### src/rtl/pfe_pkg.sv
// shared constants and cell arithmetic for the playfair encryptor
package pfe_pkg;

   localparam int LW = 5;

   localparam logic [LW-1:0] LETTER_I    = 5'd8;
   localparam logic [LW-1:0] LETTER_J    = 5'd9;
   localparam logic [LW-1:0] LETTER_Q    = 5'd16;
   localparam logic [LW-1:0] LETTER_X    = 5'd23;
   localparam logic [LW-1:0] LAST_LETTER = 5'd25;
   localparam logic [LW-1:0] CELLS       = 5'd25;
   localparam logic [LW-1:0] SIDE        = 5'd5;
   localparam logic [2:0]    LAST_COL    = 3'd4;
   localparam int            LETTERS     = 26;

   localparam logic REQ_KEY = 1'b0;
   localparam logic REQ_MSG = 1'b1;

   // j shares the cell of i
   function automatic logic [LW-1:0] lookup_letter(input logic [LW-1:0] l);
      logic [LW-1:0] r;
      r = (l == LETTER_J) ? LETTER_I : l;
      return r;
   endfunction

   function automatic logic [2:0] cell_row(input logic [LW-1:0] c);
      logic [2:0] r;
      r = 3'd0;
      if (c >= 5'd20) begin
         r = 3'd4;
      end else if (c >= 5'd15) begin
         r = 3'd3;
      end else if (c >= 5'd10) begin
         r = 3'd2;
      end else if (c >= 5'd5) begin
         r = 3'd1;
      end
      return r;
   endfunction

   function automatic logic [2:0] cell_col(input logic [LW-1:0] c);
      logic [LW-1:0] base;
      base = 5'(5'(cell_row(c)) * SIDE);
      return 3'(c - base);
   endfunction

   function automatic logic [LW-1:0] cell_at(input logic [2:0] r, input logic [2:0] k);
      logic [LW-1:0] c;
      c = 5'(5'(r) * SIDE + 5'(k));
      return c;
   endfunction

   function automatic logic [2:0] wrap_inc(input logic [2:0] k);
      logic [2:0] r;
      r = (k == LAST_COL) ? 3'd0 : 3'(k + 3'd1);
      return r;
   endfunction

endpackage

### src/rtl/playfair_encryptor_top.sv
// playfair encryptor: square build, letter pairing and pair encryption
//
// The key letter marked last adds a walk over the alphabet that completes the
// square, one letter per cycle. A message letter that only waits for its partner
// is held; one that completes a pair, and a second pair after a final doubled
// letter, is encrypted by four one-port reads in turn (two cell lookups in the
// position memory, two letter reads in the square memory). A message letter
// arriving while the square is incomplete first runs the walk. Results wait in an
// output register, so the next letter is taken while a result is stalled.
module playfair_encryptor_top
   import pfe_pkg::*;
(
   input  logic          clock,
   input  logic          reset,
   input  logic          req_valid,
   output logic          req_stall,
   input  logic          req_type,
   input  logic [LW-1:0] req_letter,
   input  logic          req_last,
   output logic          rsp_valid,
   input  logic          rsp_stall,
   output logic [LW-1:0] rsp_first_cipher,
   output logic [LW-1:0] rsp_second_cipher,
   output logic          rsp_last_pair
);

   typedef enum logic [3:0] {
      S_IDLE,
      S_KEY,
      S_FILL,
      S_PAIR,
      S_POS_A,
      S_POS_B,
      S_CELL,
      S_SQ_A,
      S_SQ_B,
      S_OUT
   } state_type;

   state_type state_ff;

   logic                key_open_ff;
   logic [LETTERS-1:0]  used_ff;
   logic [LW-1:0]       fill_ff;
   logic [LW-1:0]       walk_ff;
   logic                pend_valid_ff;
   logic [LW-1:0]       pend_letter_ff;

   logic                item_type_ff;
   logic [LW-1:0]       item_letter_ff;
   logic                item_last_ff;

   logic [LW-1:0]       pa_ff;
   logic [LW-1:0]       pb_ff;
   logic                plast_ff;
   logic                two_ff;
   logic [LW-1:0]       ca_ff;
   logic [LW-1:0]       oa_ff;
   logic [LW-1:0]       ob_ff;
   logic [LW-1:0]       first_ff;

   logic                rsp_valid_ff;
   logic [LW-1:0]       rsp_first_ff;
   logic [LW-1:0]       rsp_second_ff;
   logic                rsp_last_ff;

   logic [LW-1:0]       sq_mem [CELLS];
   logic [LW-1:0]       pos_mem [LETTERS];
   logic [LW-1:0]       pos_q_ff;
   logic [LW-1:0]       sq_q_ff;

   logic [LW-1:0]       in_letter;
   logic                req_xfer;
   logic [LW-1:0]       cand;
   logic                place_en;
   logic [LW-1:0]       pos_addr;
   logic [LW-1:0]       sq_addr;
   logic [LW-1:0]       ca;
   logic [LW-1:0]       cb;
   logic [2:0]          ra;
   logic [2:0]          ka;
   logic [2:0]          rb;
   logic [2:0]          kb;
   logic [LW-1:0]       oa_in;
   logic [LW-1:0]       ob_in;

   assign req_stall         = (state_ff != S_IDLE);
   assign req_xfer          = req_valid && !req_stall;
   assign in_letter         = (req_letter > LAST_LETTER) ? LAST_LETTER : req_letter;
   assign rsp_valid         = rsp_valid_ff;
   assign rsp_first_cipher  = rsp_first_ff;
   assign rsp_second_cipher = rsp_second_ff;
   assign rsp_last_pair     = rsp_last_ff;

   always_comb begin
      cand     = (state_ff == S_FILL) ? walk_ff : item_letter_ff;
      place_en = ((state_ff == S_KEY) || (state_ff == S_FILL))
                 && (fill_ff < CELLS) && !used_ff[cand];
      pos_addr = (state_ff == S_POS_A) ? lookup_letter(pa_ff) : lookup_letter(pb_ff);
      sq_addr  = (state_ff == S_SQ_A) ? oa_ff : ob_ff;
   end

   always_comb begin
      ca = (ca_ff < CELLS) ? ca_ff : '0;
      cb = (pos_q_ff < CELLS) ? pos_q_ff : '0;
      ra = cell_row(ca);
      ka = cell_col(ca);
      rb = cell_row(cb);
      kb = cell_col(cb);
      if (ra == rb) begin
         oa_in = cell_at(ra, wrap_inc(ka));
         ob_in = cell_at(rb, wrap_inc(kb));
      end else if (ka == kb) begin
         oa_in = cell_at(wrap_inc(ra), ka);
         ob_in = cell_at(wrap_inc(rb), kb);
      end else begin
         oa_in = cell_at(ra, kb);
         ob_in = cell_at(rb, ka);
      end
   end

   // square and position memories
   always_ff @(posedge clock) begin
      if (place_en) begin
         sq_mem[fill_ff] <= cand;
         pos_mem[cand]   <= fill_ff;
      end
      pos_q_ff <= pos_mem[pos_addr];
      sq_q_ff  <= sq_mem[sq_addr];
   end

   always_ff @(posedge clock) begin
      if (reset) begin
         state_ff       <= S_IDLE;
         key_open_ff    <= 1'b0;
         used_ff        <= LETTERS'(1) << LETTER_J;
         fill_ff        <= '0;
         walk_ff        <= '0;
         pend_valid_ff  <= 1'b0;
         pend_letter_ff <= '0;
         rsp_valid_ff   <= 1'b0;
      end else begin
         if (rsp_valid_ff && !rsp_stall && (state_ff != S_OUT)) begin
            rsp_valid_ff <= 1'b0;
         end
         if (place_en) begin
            used_ff[cand] <= 1'b1;
            fill_ff       <= 5'(fill_ff + 5'd1);
         end
         case (state_ff)
            S_IDLE: begin
               if (req_xfer) begin
                  item_type_ff   <= req_type;
                  item_letter_ff <= in_letter;
                  item_last_ff   <= req_last;
                  walk_ff        <= '0;
                  if (req_type == REQ_KEY) begin
                     if (!key_open_ff) begin
                        used_ff        <= LETTERS'(1) << LETTER_J;
                        fill_ff        <= '0;
                        pend_valid_ff  <= 1'b0;
                        pend_letter_ff <= '0;
                     end
                     state_ff <= S_KEY;
                  end else if (key_open_ff || (fill_ff < CELLS)) begin
                     state_ff <= S_FILL;
                  end else begin
                     state_ff <= S_PAIR;
                  end
               end
            end
            S_KEY: begin
               if (item_last_ff) begin
                  state_ff <= S_FILL;
               end else begin
                  key_open_ff <= 1'b1;
                  state_ff    <= S_IDLE;
               end
            end
            S_FILL: begin
               walk_ff <= 5'(walk_ff + 5'd1);
               if (walk_ff == LAST_LETTER) begin
                  key_open_ff <= 1'b0;
                  state_ff    <= (item_type_ff == REQ_MSG) ? S_PAIR : S_IDLE;
               end
            end
            S_PAIR: begin
               if (!pend_valid_ff) begin
                  if (item_last_ff) begin
                     pa_ff    <= item_letter_ff;
                     pb_ff    <= LETTER_X;
                     plast_ff <= 1'b1;
                     two_ff   <= 1'b0;
                     state_ff <= S_POS_A;
                  end else begin
                     pend_valid_ff  <= 1'b1;
                     pend_letter_ff <= item_letter_ff;
                     state_ff       <= S_IDLE;
                  end
               end else if (pend_letter_ff == item_letter_ff) begin
                  // doubled letter: the new one stays waiting unless it is final
                  pa_ff    <= item_letter_ff;
                  pb_ff    <= (item_letter_ff == LETTER_X) ? LETTER_Q : LETTER_X;
                  plast_ff <= 1'b0;
                  two_ff   <= item_last_ff;
                  if (item_last_ff) begin
                     pend_valid_ff  <= 1'b0;
                     pend_letter_ff <= '0;
                  end
                  state_ff <= S_POS_A;
               end else begin
                  pa_ff          <= pend_letter_ff;
                  pb_ff          <= item_letter_ff;
                  plast_ff       <= item_last_ff;
                  two_ff         <= 1'b0;
                  pend_valid_ff  <= 1'b0;
                  pend_letter_ff <= '0;
                  state_ff       <= S_POS_A;
               end
            end
            S_POS_A: begin
               state_ff <= S_POS_B;
            end
            S_POS_B: begin
               ca_ff    <= pos_q_ff;
               state_ff <= S_CELL;
            end
            S_CELL: begin
               oa_ff    <= oa_in;
               ob_ff    <= ob_in;
               state_ff <= S_SQ_A;
            end
            S_SQ_A: begin
               state_ff <= S_SQ_B;
            end
            S_SQ_B: begin
               first_ff <= sq_q_ff;
               state_ff <= S_OUT;
            end
            S_OUT: begin
               if (!rsp_valid_ff || !rsp_stall) begin
                  rsp_valid_ff  <= 1'b1;
                  rsp_first_ff  <= first_ff;
                  rsp_second_ff <= sq_q_ff;
                  rsp_last_ff   <= plast_ff;
                  if (two_ff) begin
                     pa_ff    <= item_letter_ff;
                     pb_ff    <= LETTER_X;
                     plast_ff <= 1'b1;
                     two_ff   <= 1'b0;
                     state_ff <= S_POS_A;
                  end else begin
                     state_ff <= S_IDLE;
                  end
               end
            end
            default: begin
               state_ff <= S_IDLE;
            end
         endcase
      end
   end

endmodule

### config.mk
export PLATFORM = sky130hd
export DESIGN_NAME = playfair_encryptor_top
export DESIGN_NICKNAME = d
export VERILOG_FILES = /design/src/rtl/pfe_pkg.sv /design/src/rtl/playfair_encryptor_top.sv
export SDC_FILE = /design/constraint.sdc
export NUM_CORES = 1
export LEC_CHECK = 0
export ABC_CLOCK_PERIOD_IN_PS = 4400
export BUFFER_PORTS_ARGS = -buffer_cell sky130_fd_sc_hd__buf_2
export CORE_MARGIN = 5
export CORE_UTILIZATION = 58
export CTS_BUF_LIST = sky130_fd_sc_hd__clkbuf_8
export DETAILED_ROUTE_END_ITERATION = 6
export GPL_TIMING_DRIVEN = 0
export HOLD_SLACK_MARGIN = 0.1
export PLACE_DENSITY = 0.77
export SKIP_LAST_GASP = 1
export SLEW_MARGIN = 40
export SYNTH_ARGS = -nofsm -noshare
export SYNTH_HDL_FRONTEND = slang
export SYNTH_SLANG_ARGS = --single-unit
### constraint.sdc
create_clock -name clock -period 4.4 [get_ports clock]
set_clock_uncertainty 0.2 [all_clocks]
set_input_delay 0.88 -clock clock [delete_from_list [all_inputs] [get_ports clock]]
set_output_delay 0.88 -clock clock [all_outputs]
set_load 0.005 [all_outputs]
==> metrics.md, run 1 <==
| Metric | Value |
|---|---|
| Outcome | `finished with violations` |
| Failing checks | `negative setup slack` |
| Crit-path max cell delay | `0.49 ns` |
| Mapped Nets | `1,387` |
| DP HPWL | `25,780 microns` |
| Reg clk slew, reported paths | `0.06 ns` |
| Clk_lat worst skew | `~0.60 ns` |
| CTS tree | `yes` |
| Share of the synthesized area in the top cell type | `55.44%` |
| Fmax | `0.2250 GHz` |
| RSZ-0062 raised after global routing | `yes` |
| Cell taking the most area after synthesis | `edfxtp_1` |
| Die area | `31,960 sq um` |
| Period minus WS final | `4.444 ns` |
| Final hold violation count | `0` |
| CTS H-tree depth | `2` |
| Ys flop type | `edfxtp_1` |
| Ports | `24` |
| Drc violations | `0` |
| Top reg by flops | `pos_mem` |
| Synth Warn # | `0` |
| First drt pass iteration count | `5` |
| Crit share post-route | `101.0%` |
| Worst-margin pin slew | `about 0.86 ns` |
| Layout cells sized above 1 | `16.07%` |
| Final ANT Viol Nets | `0` |
| Num CTS Buffers | `55` |
| Setup TNS | `-0.04400 ns` |
| CP startpoint kind | `flip-flop` |
| Biggest regs | `pos_mem (130), sq_mem (125), used_ff (26)` |
| Req. time, crit path | `about 4.5 ns` |
| WP data arrival | `roughly 4.5 ns` |
| Worst setup margin | `-0.04400 ns` |
| First-pass GRT wire length | `just under 60,000 microns` |
| Global route overflow | `0` |
| Rows | `61` |
| Max IR drop VDD | `0.2833 mV` |
| Post-Syn Instances | `between 1,000 and 1,500` |
| Final Util | `67.25%` |
| Post-DR vias/cell | `slightly above 6` |
| Hold crit path type | `flip-flop to flip-flop` |
| Synth Cell Area | `16,520 sq um` |
| Drt wl/cell | `20.33 microns` |
| Initial antenna violation count | `0` |
| Syn avg cell area | `12.42 sq um` |
| Clock Sinks | `roughly 360` |
| Type of the worst setup path | `flip-flop to flip-flop` |
| Diodes inserted | `0` |
| Global Route Usage Sum | `23.62%` |
| Crit path cell chain | `buf_6 > nand3_2 > o21ai_1 > a31o_2 > and2_4 > ha_4 > fa_2 > or2_4 > a211o_1 > and2_4 > mux2_4 > ha_4 > and2_1 > nand4_1 > and3b_1 > o21bai_1 > a211o_1` |
| Nets | `about 1,500` |
| Syn-to-layout area delta | `13.72%` |
| Synth Register Bits | `about 360` |
| # port buffers | `22` |
| Seq/Total Area, Yosys | `62.47%` |
| GP Congestion | `0.8753` |
| Async set-reset flop share out of synthesis | `0%` |
| Hold Buf Count CTS | `0` |
| Setup Viol. Count Final | `1` |
| CTS max path bufs | `3` |
| Detailed Route WL | `37,800 microns` |
| Buf/Inv on CP | `1` |
| Initial Util | `59.14%` |
| DRT iter0 DRCs | `1,078` |
| Die height | `about 180 microns` |
| MaxCap Viol Count | `0` |
| Synth top area cells | `edfxtp_1 (55%), dfxtp_1 (7.0%), nand2_1 (3.8%)` |
| Number of flops mapped to enable cells by yosys | `305` |
| Maximum fanout along the worst path | `5` |
| Cell family with most CP delay | `simple AND/OR/NAND/NOR gates` |
| Slowest CP cell | `edfxtp_1` |
| Largest register FFs | `130` |
| Worst Hold Slack | `0.2250 ns` |
| Vias in the first global route | `10,920` |
| Placeable Area | `27,930 sq um` |
| CTS root buf | `clkbuf_8` |
| Chip width | `178.8 microns` |
| Slew headroom | `42.08%` |
| Pwr Density | `413.1 nW/um^2` |
| Cell variety after synth | `70` |
| Fin. max-slew vios | `0` |
| Largest net degree at the start of global routing | `35` |
| Via count | `11,240` |
| LEAKAGE | `0.006553 uW` |
| Crit path capture type | `flip-flop` |
==> cell usage after synthesis (8+ instances only) <==
cell type and count:
and2_1 56, ha_1 38, a211oi_1 63, dfxtp_1 58, o22ai_1 10, nor3_1 21
a311oi_1 33, mux2i_1 38, o21ai_0 46, clkbuf_1 64, and2_0 12, xor2_1 9
a21oi_1 43, inv_1 30, a31oi_1 24, a21o_1 13, fa_1 8, mux4_2 10
o21a_1 30, xnor2_1 16, nor2_1 86, nand2_1 168, edfxtp_1 305, nand3_1 21
==> final timing paths <==
| kind | slack, ns | start | cells past startpoint | end |
|---|---|---|---|---|
| setup / recovery | -0.04 | ca_ff[0]$_DFFE_PP_ | 17 | oa_ff[3]$_DFFE_PP_ |
| hold / removal | 0.23 | plast_ff$_SDFFCE_PP1P_ | 0 | rsp_last_pair$_DFFE_PP_ |
| setup reg to reg | -0.04 | ca_ff[0]$_DFFE_PP_ | 17 | oa_ff[3]$_DFFE_PP_ |
| hold reg to reg | 0.23 | plast_ff$_SDFFCE_PP1P_ | 0 | rsp_last_pair$_DFFE_PP_ |
==> area by class of cell <==
type,instances,area [sq um]
inverters,31,116.4
plain buffers,73,305.3
fillers,2015,9148
clock buffers,61,839.6
multi-input cells,861,6148
flip-flops and latches,363,10330
repair buffers,49,314.1
well taps,378,473.0
clock inverters,43,260.3
==> cell families (layout without fill, tap and decap cells) <==
logic type	Yosys count	in the layout	share of synthesized area, %
muxes	56	56	4.347
AOI/OAI and AO/OA	298	298	12.44
DFF	363	363	62.47
and+or+nand+nor	436	436	13.02
xor gates and xnor gates	25	25	1.325
buffers and inverters	106	257	2.552
adders and majority gates	46	46	3.847
==> power by group <==
part | total (uW) | switching (uW) | internal, uW
clock | 2720 | 1270 | 1450
combinational | 1080 | 728 | 348
sequential | 3960 | 71.3 | 3890
==> through the flow <==
step / setup WS [ns] / area [sq um] / total power [uW] / cells
2_1_floorplan: 0.002709 / 16600 / 4717 / 1330
3_3_place_gp: -0.4145 / 17180 / 4989 / 1730
3_5_place_dp: -0.5441 / 17320 / 5045 / 1736
4_1_cts: 0.008457 / 18560 / 7744 / 1852
5_1_grt: -0.2106 / 18790 / 8074 / 1859
6_report: -0.04400 / 18790 / 7761 / 1859
==> routing by layer <==
layer	track usage (%)	routed length, microns
met5	0	0
met4	7.707	1196
met3	5.251	3116
met2	38.01	18060
met1	32.29	15420
==> timing repair <==
item                                    CTS  global route
pin swaps                                13            11
resized for setup                        19            41
setup buffers                            14             7
endpoints found under the setup margin   16           156
endpoints found under the hold margin     0             0
==> worst reg2reg max path, stage by stage (launching register included) <==
cell and delay [ns]:
edfxtp_1 0.49, buf_6 0.17, nand3_2 0.06, o21ai_1 0.08, a31o_2 0.26, and2_4 0.18
ha_4 0.16, fa_2 0.42, or2_4 0.25, a211o_1 0.24, and2_4 0.19, mux2_4 0.32
ha_4 0.29, and2_1 0.12, nand4_1 0.10, and3b_1 0.18, o21bai_1 0.14, a211o_1 0.29
==> placed cells by master, fill, tap and decap left out, types with 41 or more instances in the layout <==
cell type	instances
and2_1	54
clkbuf_1	58
a21oi_1	41
a211oi_1	62
nand2_1	164
clkbuf_8	61
dfxtp_1	52
edfxtp_1	305
inv_1	44
nor2_1	76
(Power assumes the default switching activity.)
==> inputs of run 2 (changes only) <==
- ABC_AREA: not set -> 0
- CORE_MARGIN: 5 -> 4
- CORE_UTILIZATION: 58 -> 45
- PLACE_DENSITY: 0.77 -> not set
==> metrics.md, run 2 (synthesized netlist as in run 1, its figures left out) <==
| Metric | Value |
|---|---|
| Chip width | `199.6 microns (+12%)` |
| Pwr Density | `404.5 nW/um^2 (-2.1%)` |
| Max IR drop VDD | `0.2499 mV (-12%)` |
| Post-DR vias/cell | `5.599 (-7.4%)` |
| R2r endpoint | `oa_ff[3]$_DFFE_PP_` |
| Slowest CP cell | `edfxtp_1` |
| Initial antenna violation count | `0 (unchanged)` |
| Hold depth | `1 (+1)` |
| Biggest regs | `pos_mem (130), sq_mem (125), used_ff (26)` |
| R2R Path Start | `ca_ff[0]$_DFFE_PP_` |
| Hold crit path type | `primary input to flip-flop` |
| Largest net degree at the start of global routing | `35 (unchanged)` |
| Req. time, crit path | `4.57 ns (+0.07 ns)` |
| Int Power | `5562 uW (-2.3%)` |
| WP depth | `17 (unchanged)` |
| First drt pass iteration count | `5 (unchanged)` |
| Final hold violation count | `0 (unchanged)` |
| Pre-CTS setup slack | `-0.6317 ns (-0.08755 ns)` |
| Clk network pwr share | `34.2% (-0.9 points)` |
| Worst setup margin | `-0.03261 ns (+0.01139 ns)` |
| Storage cell area | `10,330 sq um (about the same)` |
| Crit path cell chain | `buf_4 > nand3_2 > o21ai_1 > a31o_2 > and2_4 > ha_4 > fa_2 > or2_4 > a211o_1 > and2_4 > mux2_4 > ha_4 > and2_4 > nand4_1 > and3b_1 > o21bai_1 > a211o_1` |
| Maximum fanout along the worst path | `4 (-1)` |
| Type of the worst setup path | `flip-flop to flip-flop` |
| Layout cells sized above 1 | `16.49% (+0.42 points)` |
| Die area | `39,840 sq um (+25%)` |
| Crit share post-route | `100.7% (-0.26 points)` |
| P_sw | `2092 uW (+1.1%)` |
| DP HPWL | `26,580 microns (+3.1%)` |
| Flop2flop setup slack | `-0.03 ns (about the same)` |
| Hold worst-path end | `item_last_ff$_DFFE_PP_` |
| Fillers | `3,170 (+57%)` |
| CP startpoint kind | `flip-flop` |
| Initial Util | `46.00% (-13 points)` |
| Buf/Inv on CP | `1 (unchanged)` |
| Vias in the first global route | `10,880 (-0.36%)` |
| Detailed Route WL | `38,980 microns (+3.1%)` |
| Nets | `1,501 (+0.67%)` |
| Highest-count cells in the layout ignoring fill and taps | `edfxtp_1 (305), nand2_1 (164), nor2_1 (75)` |
| CTS root buf | `clkbuf_8` |
| Sequential fraction of design power | `51.8% (+0.7 points)` |
| Placed insts | `1,819 (+4.8%)` |
| Diodes inserted | `0 (unchanged)` |
| Worst-margin pin slew | `0.8884 ns (+0.03083 ns)` |
| MaxCap Viol Count | `0 (unchanged)` |
| Drt wl/cell | `19.96 microns (-1.8%)` |
| Global route overflow | `0 (unchanged)` |
| Setup Viol. Count Final | `1 (unchanged)` |
| Clock Sinks | `363 (unchanged)` |
| GP Congestion | `0.9094 (+3.9%)` |
| Outcome | `finished with violations` |
| Design Area, Final | `18,920 sq um (+0.73%)` |
| Die height | `199.6 microns (+12%)` |
| Final ANT Viol Nets | `0 (unchanged)` |
| Global Route Usage Sum | `19.61% (-4.0 points)` |
| Rows | `69 (+13%)` |
| Largest register FFs | `130 (unchanged)` |
| Switch share | `27.33% (+0.67 points)` |
| # port buffers | `22 (unchanged)` |
| Layout Cells excl Fill | `1,953 (+5.1%)` |
| Top reg by flops | `pos_mem` |
| Reg clk slew, reported paths | `0.06 ns (about the same)` |
| Fin. max-slew vios | `0 (unchanged)` |
| LEAKAGE | `0.006615 uW (+0.94%)` |
| Num CTS Buffers | `58 (+5.5%)` |
| Setup TNS | `-0.03261 ns (+0.01139 ns)` |
| DRT iter0 DRCs | `706 (-35%)` |
| Most common cell after layout, fill and taps aside | `edfxtp_1` |
| Reg2Reg Depth | `17 (unchanged)` |
| Dpl cell area | `17,440 sq um (+0.72%)` |
| Multi-input logic area | `6160 sq um (+0.18%)` |
| Slew headroom | `40.50% (-1.6 points)` |
| Failing checks | `negative setup slack` |
| Crit-path max cell delay | `0.48 ns (about the same)` |
| Cell family with most CP delay | `simple AND/OR/NAND/NOR gates` |
| Via count | `10,930 (-2.7%)` |
| WP data arrival | `4.60 ns (+0.06 ns)` |
| Crit path capture type | `flip-flop` |
| Drc violations | `0 (unchanged)` |
| Clk_lat worst skew | `0.66 ns (+0.06 ns)` |
| Hold Buf Count CTS | `0 (unchanged)` |
| RSZ-0062 raised after global routing | `yes` |
| CTS H-tree depth | `2 (unchanged)` |
| Placeable Area | `35,910 sq um (+29%)` |
| Combinational share of power | `14.0% (about the same)` |
| First-pass GRT wire length | `60,560 microns (+3.2%)` |
| Hold Startpoint | `req_last` |
| CTS tree | `yes` |
| CTS max path bufs | `3 (unchanged)` |
| Fmax | `0.2256 GHz (+0.26%)` |
| Syn-to-layout area delta | `14.54%` |
| Period minus WS final | `4.433 ns (-0.01139 ns)` |
| CP dominant cell by count | `and2_4` |
| Ports | `24 (unchanged)` |
[run 2: what timing repair did]
item	4_1_cts	5_1_grt
buffers inserted	15	14
endpoints found under the hold margin	0	0
pin swaps	7	22
setup endpoints to repair	42	190
resized for setup	17	46
[run 2: how the worst max path moves through the flow]
stage	from	endpoint	slack (ns)
5_1_grt	ca_ff[0]$_DFFE_PP_	oa_ff[3]$_DFFE_PP_	-0.11
3_5_place_dp	pos_q_ff[1]$_DFF_P_	ob_ff[4]$_DFFE_PP_	-0.63
6_report	ca_ff[0]$_DFFE_PP_	oa_ff[3]$_DFFE_PP_	-0.03
4_1_cts	pos_q_ff[1]$_DFF_P_	ob_ff[4]$_DFFE_PP_	-0.03
2_1_floorplan	ca_ff[0]$_DFFE_PP_	oa_ff[3]$_DFFE_PP_	0.003
3_3_place_gp	pos_q_ff[1]$_DFF_P_	ob_ff[4]$_DFFE_PP_	-0.62
[run 2: final cells by class]
cell class	instances	area share, %
multi-input cells	861	32.55
repair buffers	56	1.997
well taps	461	3.048
flip-flops and latches	363	54.58
clock inverters	48	1.210
plain buffers	73	1.633
clock buffers	60	4.364
inverters	31	0.6149
[run 2: power groups by stage]
| stage | clock [uW] | combinational (uW) | sequential, uW |
|---|---|---|---|
| after floorplan | 0 | 713 | 4000 |
| after global placement | 0 | 973 | 4040 |
| after detailed placement | 0 | 1020 | 4040 |
| after CTS | 2690 | 1040 | 3970 |
| after global routing | 2840 | 1180 | 3980 |
| final | 2620 | 1070 | 3970 |
[run 2: through the flow]
stage | total power, uW | hold WS (ns) | util, %
final | 7655 | 0.2030 | 52.69
after global routing | 7993 | 0.1742 | 52.69
after CTS | 7697 | 0.1497 | 51.98
after detailed placement | 5062 | 0.2045 | 48.57
after global placement | 5012 | 0.2013 | 48.13
after floorplan | 4717 | 0.2003 | -
[run 2: metal layers]
metal | global-route usage, % | share of wire, % | routed length (microns) | vias to the layer above
met5 | 0 | 0 | 0 | -
met4 | 6.717 | 2.3 | 895 | 0
met3 | 2.681 | 4.6 | 1790 | 54
met2 | 32.54 | 49 | 18940 | 283
met1 | 26.72 | 45 | 17350 | 5350
li1 | - | - | - | 5247
==> inputs of run 3 (changes only) <==
- REMOVE_ABC_BUFFERS: not set -> 1
==> metrics.md, run 3 (synthesized netlist as in run 1, its figures left out) <==
| Metric | Value |
|---|---|
| Outcome | `completed` |
| Type of the worst setup path | `flip-flop to flip-flop` |
| Num CTS Buffers | `58 (unchanged)` |
| Ports | `24 (unchanged)` |
| Placed insts | `1,765 (-3.0%)` |
| Sequential fraction of design power | `51.7% (about the same)` |
| First drt pass iteration count | `5 (unchanged)` |
| Largest net degree at the start of global routing | `61 (+74%)` |
| P_sw | `2121 uW (+1.4%)` |
| Via count | `10,610 (-3.0%)` |
| Final ANT Viol Nets | `0 (unchanged)` |
| DRT iter0 DRCs | `579 (-18%)` |
| Reg clk slew, reported paths | `0.06 ns (about the same)` |
| CTS max path bufs | `3 (unchanged)` |
| Clk network pwr share | `34.2% (about the same)` |
| Vias in the first global route | `10,620 (-2.3%)` |
| Fmax | `0.2307 GHz (+2.2%)` |
| Highest-count cells in the layout ignoring fill and taps | `edfxtp_1 (305), nand2_1 (165), a211oi_1 (62)` |
| Combinational share of power | `14.0% (about the same)` |
| Slowest CP cell | `edfxtp_1` |
| Final hold violation count | `0 (unchanged)` |
| CP startpoint kind | `flip-flop` |
| Rows | `69 (unchanged)` |
| Drt wl/cell | `19.53 microns (-2.1%)` |
| Switch share | `27.48% (+0.15 points)` |
| Crit path capture type | `flip-flop` |
| Slew headroom | `43.37% (+2.9 points)` |
| Biggest regs | `pos_mem (130), sq_mem (125), used_ff (26)` |
| Global Route Usage Sum | `18.78% (-0.83 points)` |
| Pwr Density | `403.6 nW/um^2 (-0.23%)` |
| CTS H-tree depth | `2 (unchanged)` |
| DP HPWL | `23,770 microns (-11%)` |
| Storage cell area | `10,330 sq um (about the same)` |
| Pre-CTS setup slack | `-0.9583 ns (-0.3267 ns)` |
| Max IR drop VDD | `0.2539 mV (+1.6%)` |
| CTS tree | `yes` |
| Die area | `39,840 sq um (unchanged)` |
| GP Congestion | `0.8133 (-11%)` |
| Detailed Route WL | `37,200 microns (-4.6%)` |
| Chip width | `199.6 microns (unchanged)` |
| First-pass GRT wire length | `59,000 microns (-2.6%)` |
| Design Area, Final | `19,130 sq um (+1.1%)` |
| Layout Cells excl Fill | `1,905 (-2.5%)` |
| CTS root buf | `clkbuf_8` |
| Crit-path max cell delay | `0.49 ns (about the same)` |
| Multi-input logic area | `6335 sq um (+2.8%)` |
| WP data arrival | `4.48 ns (-0.12 ns)` |
| Placeable Area | `35,910 sq um (unchanged)` |
| Post-DR vias/cell | `5.568 (-0.55%)` |
| Int Power | `5598 uW (+0.65%)` |
| Clk_lat worst skew | `0.60 ns (-0.06 ns)` |
| MaxCap Viol Count | `0 (unchanged)` |
| Initial antenna violation count | `0 (unchanged)` |
| Largest register FFs | `130 (unchanged)` |
| RSZ-0062 raised after global routing | `yes` |
| Setup TNS | `0 ns (+0.03261 ns)` |
| Req. time, crit path | `4.54 ns (-0.03 ns)` |
| Most common cell after layout, fill and taps aside | `edfxtp_1` |
| # port buffers | `23 (+4.5%)` |
| Worst Hold Slack | `0.2171 ns (+0.01417 ns)` |
| Fin. max-slew vios | `0 (unchanged)` |
| Crit path cell chain | `nor4b_4 > o21ai_4 > and2_4 > ha_4 > fa_2 > or2_4 > a211o_1 > and2_4 > mux2_4 > ha_4 > and2_1 > nand4_1 > and3b_1 > o21bai_1 > a211o_1` |
| Nets | `1,453 (-3.2%)` |
| Dpl cell area | `17,460 sq um (+0.11%)` |
| Worst-margin pin slew | `0.8495 ns (-0.03884 ns)` |
| LEAKAGE | `0.006706 uW (+1.4%)` |
| Drc violations | `0 (unchanged)` |
| Global route overflow | `0 (unchanged)` |
| Layout cells sized above 1 | `19.67% (+3.2 points)` |
| Fillers | `3,095 (-2.4%)` |
| Top reg by flops | `pos_mem` |
| Worst setup margin | `0.06469 ns (+0.09730 ns)` |
| Clock Sinks | `363 (unchanged)` |
| Crit share post-route | `98.53% (-2.2 points)` |
| Die height | `199.6 microns (unchanged)` |
| Syn-to-layout area delta | `15.78%` |
| Initial Util | `46.00% (unchanged)` |
| Diodes inserted | `0 (unchanged)` |
| Hold crit path type | `flip-flop to flip-flop` |
| Setup Viol. Count Final | `0 (-1)` |
| Maximum fanout along the worst path | `6 (+2)` |
| Period minus WS final | `4.335 ns (-0.09730 ns)` |
run 3: cell types whose count changed in the layout (fill, tap and decap cells not counted), sizes merged:
cell / change
clkinv: +9
buf: +14
inv: -10
clkbuf: -61
run 3: worst paths after layout:
check / startpoint / slack (ns) / end / cells after the start
min: first_ff[2]$_DFFE_PP_ / 0.22 / rsp_first_cipher[2]$_DFFE_PP_ / 0
max reg2reg: ca_ff[1]$_DFFE_PP_ / 0.06 / oa_ff[3]$_DFFE_PP_ / 15
min reg2reg: first_ff[2]$_DFFE_PP_ / 0.22 / rsp_first_cipher[2]$_DFFE_PP_ / 0
max: ca_ff[1]$_DFFE_PP_ / 0.06 / oa_ff[3]$_DFFE_PP_ / 15
run 3: area by class of cell:
type | count | area share, %
clock buffer | 61 | 4.389
clock inverter | 47 | 1.164
inverter | 31 | 0.6737
multi-input combinational | 861 | 33.12
sequential | 363 | 54.02
tap | 461 | 3.015
timing repair buffer | 81 | 3.617
run 3: power groups by stage:
stage	Combinational, uW	Clock, uW	Sequential [uW]
after floorplan	658	0	4020
after global placement	913	0	4060
after detailed placement	972	0	4070
after CTS	1050	2710	4000
after global routing	1190	2890	4010
final	1080	2640	3990
run 3: metal layers:
metal / share of wire, % / GRT usage [%] / vias up
li1: - / - / 5141
met1: 45 / 25.34 / 5205
met2: 49 / 31.64 / 197
met3: 3.6 / 3.035 / 64
met4: 2.1 / 5.358 / 0
met5: 0 / 0 / -
run 3: critical path, delay by kind of cell (launching register included):
family	cells	cell delay (ns)
fa+ha+maj	3	0.85
flops	1	0.49
simple gates	7	1.40
mux	1	0.32
compound gates	4	0.82
run 3: repair_timing:
item                                    4_1_cts  5_1_grt
hold endpoints to repair                      0        0
gates resized for setup                      53       35
hold buffers                                  0        0
setup buffers                                19       12
pin swaps                                    14       16
endpoints found under the setup margin      296      182
gates cloned                                  0        0
run 3: through the flow:
| stage | total power, uW | util, % |
|---|---|---|
| 6_report | 7720 | 53.26 |
| 5_1_grt | 8087 | 53.26 |
| 4_1_cts | 7759 | 52.60 |
| 3_5_place_dp | 5039 | 48.62 |
| 3_3_place_gp | 4976 | 47.08 |
| 2_1_floorplan | 4683 | - |
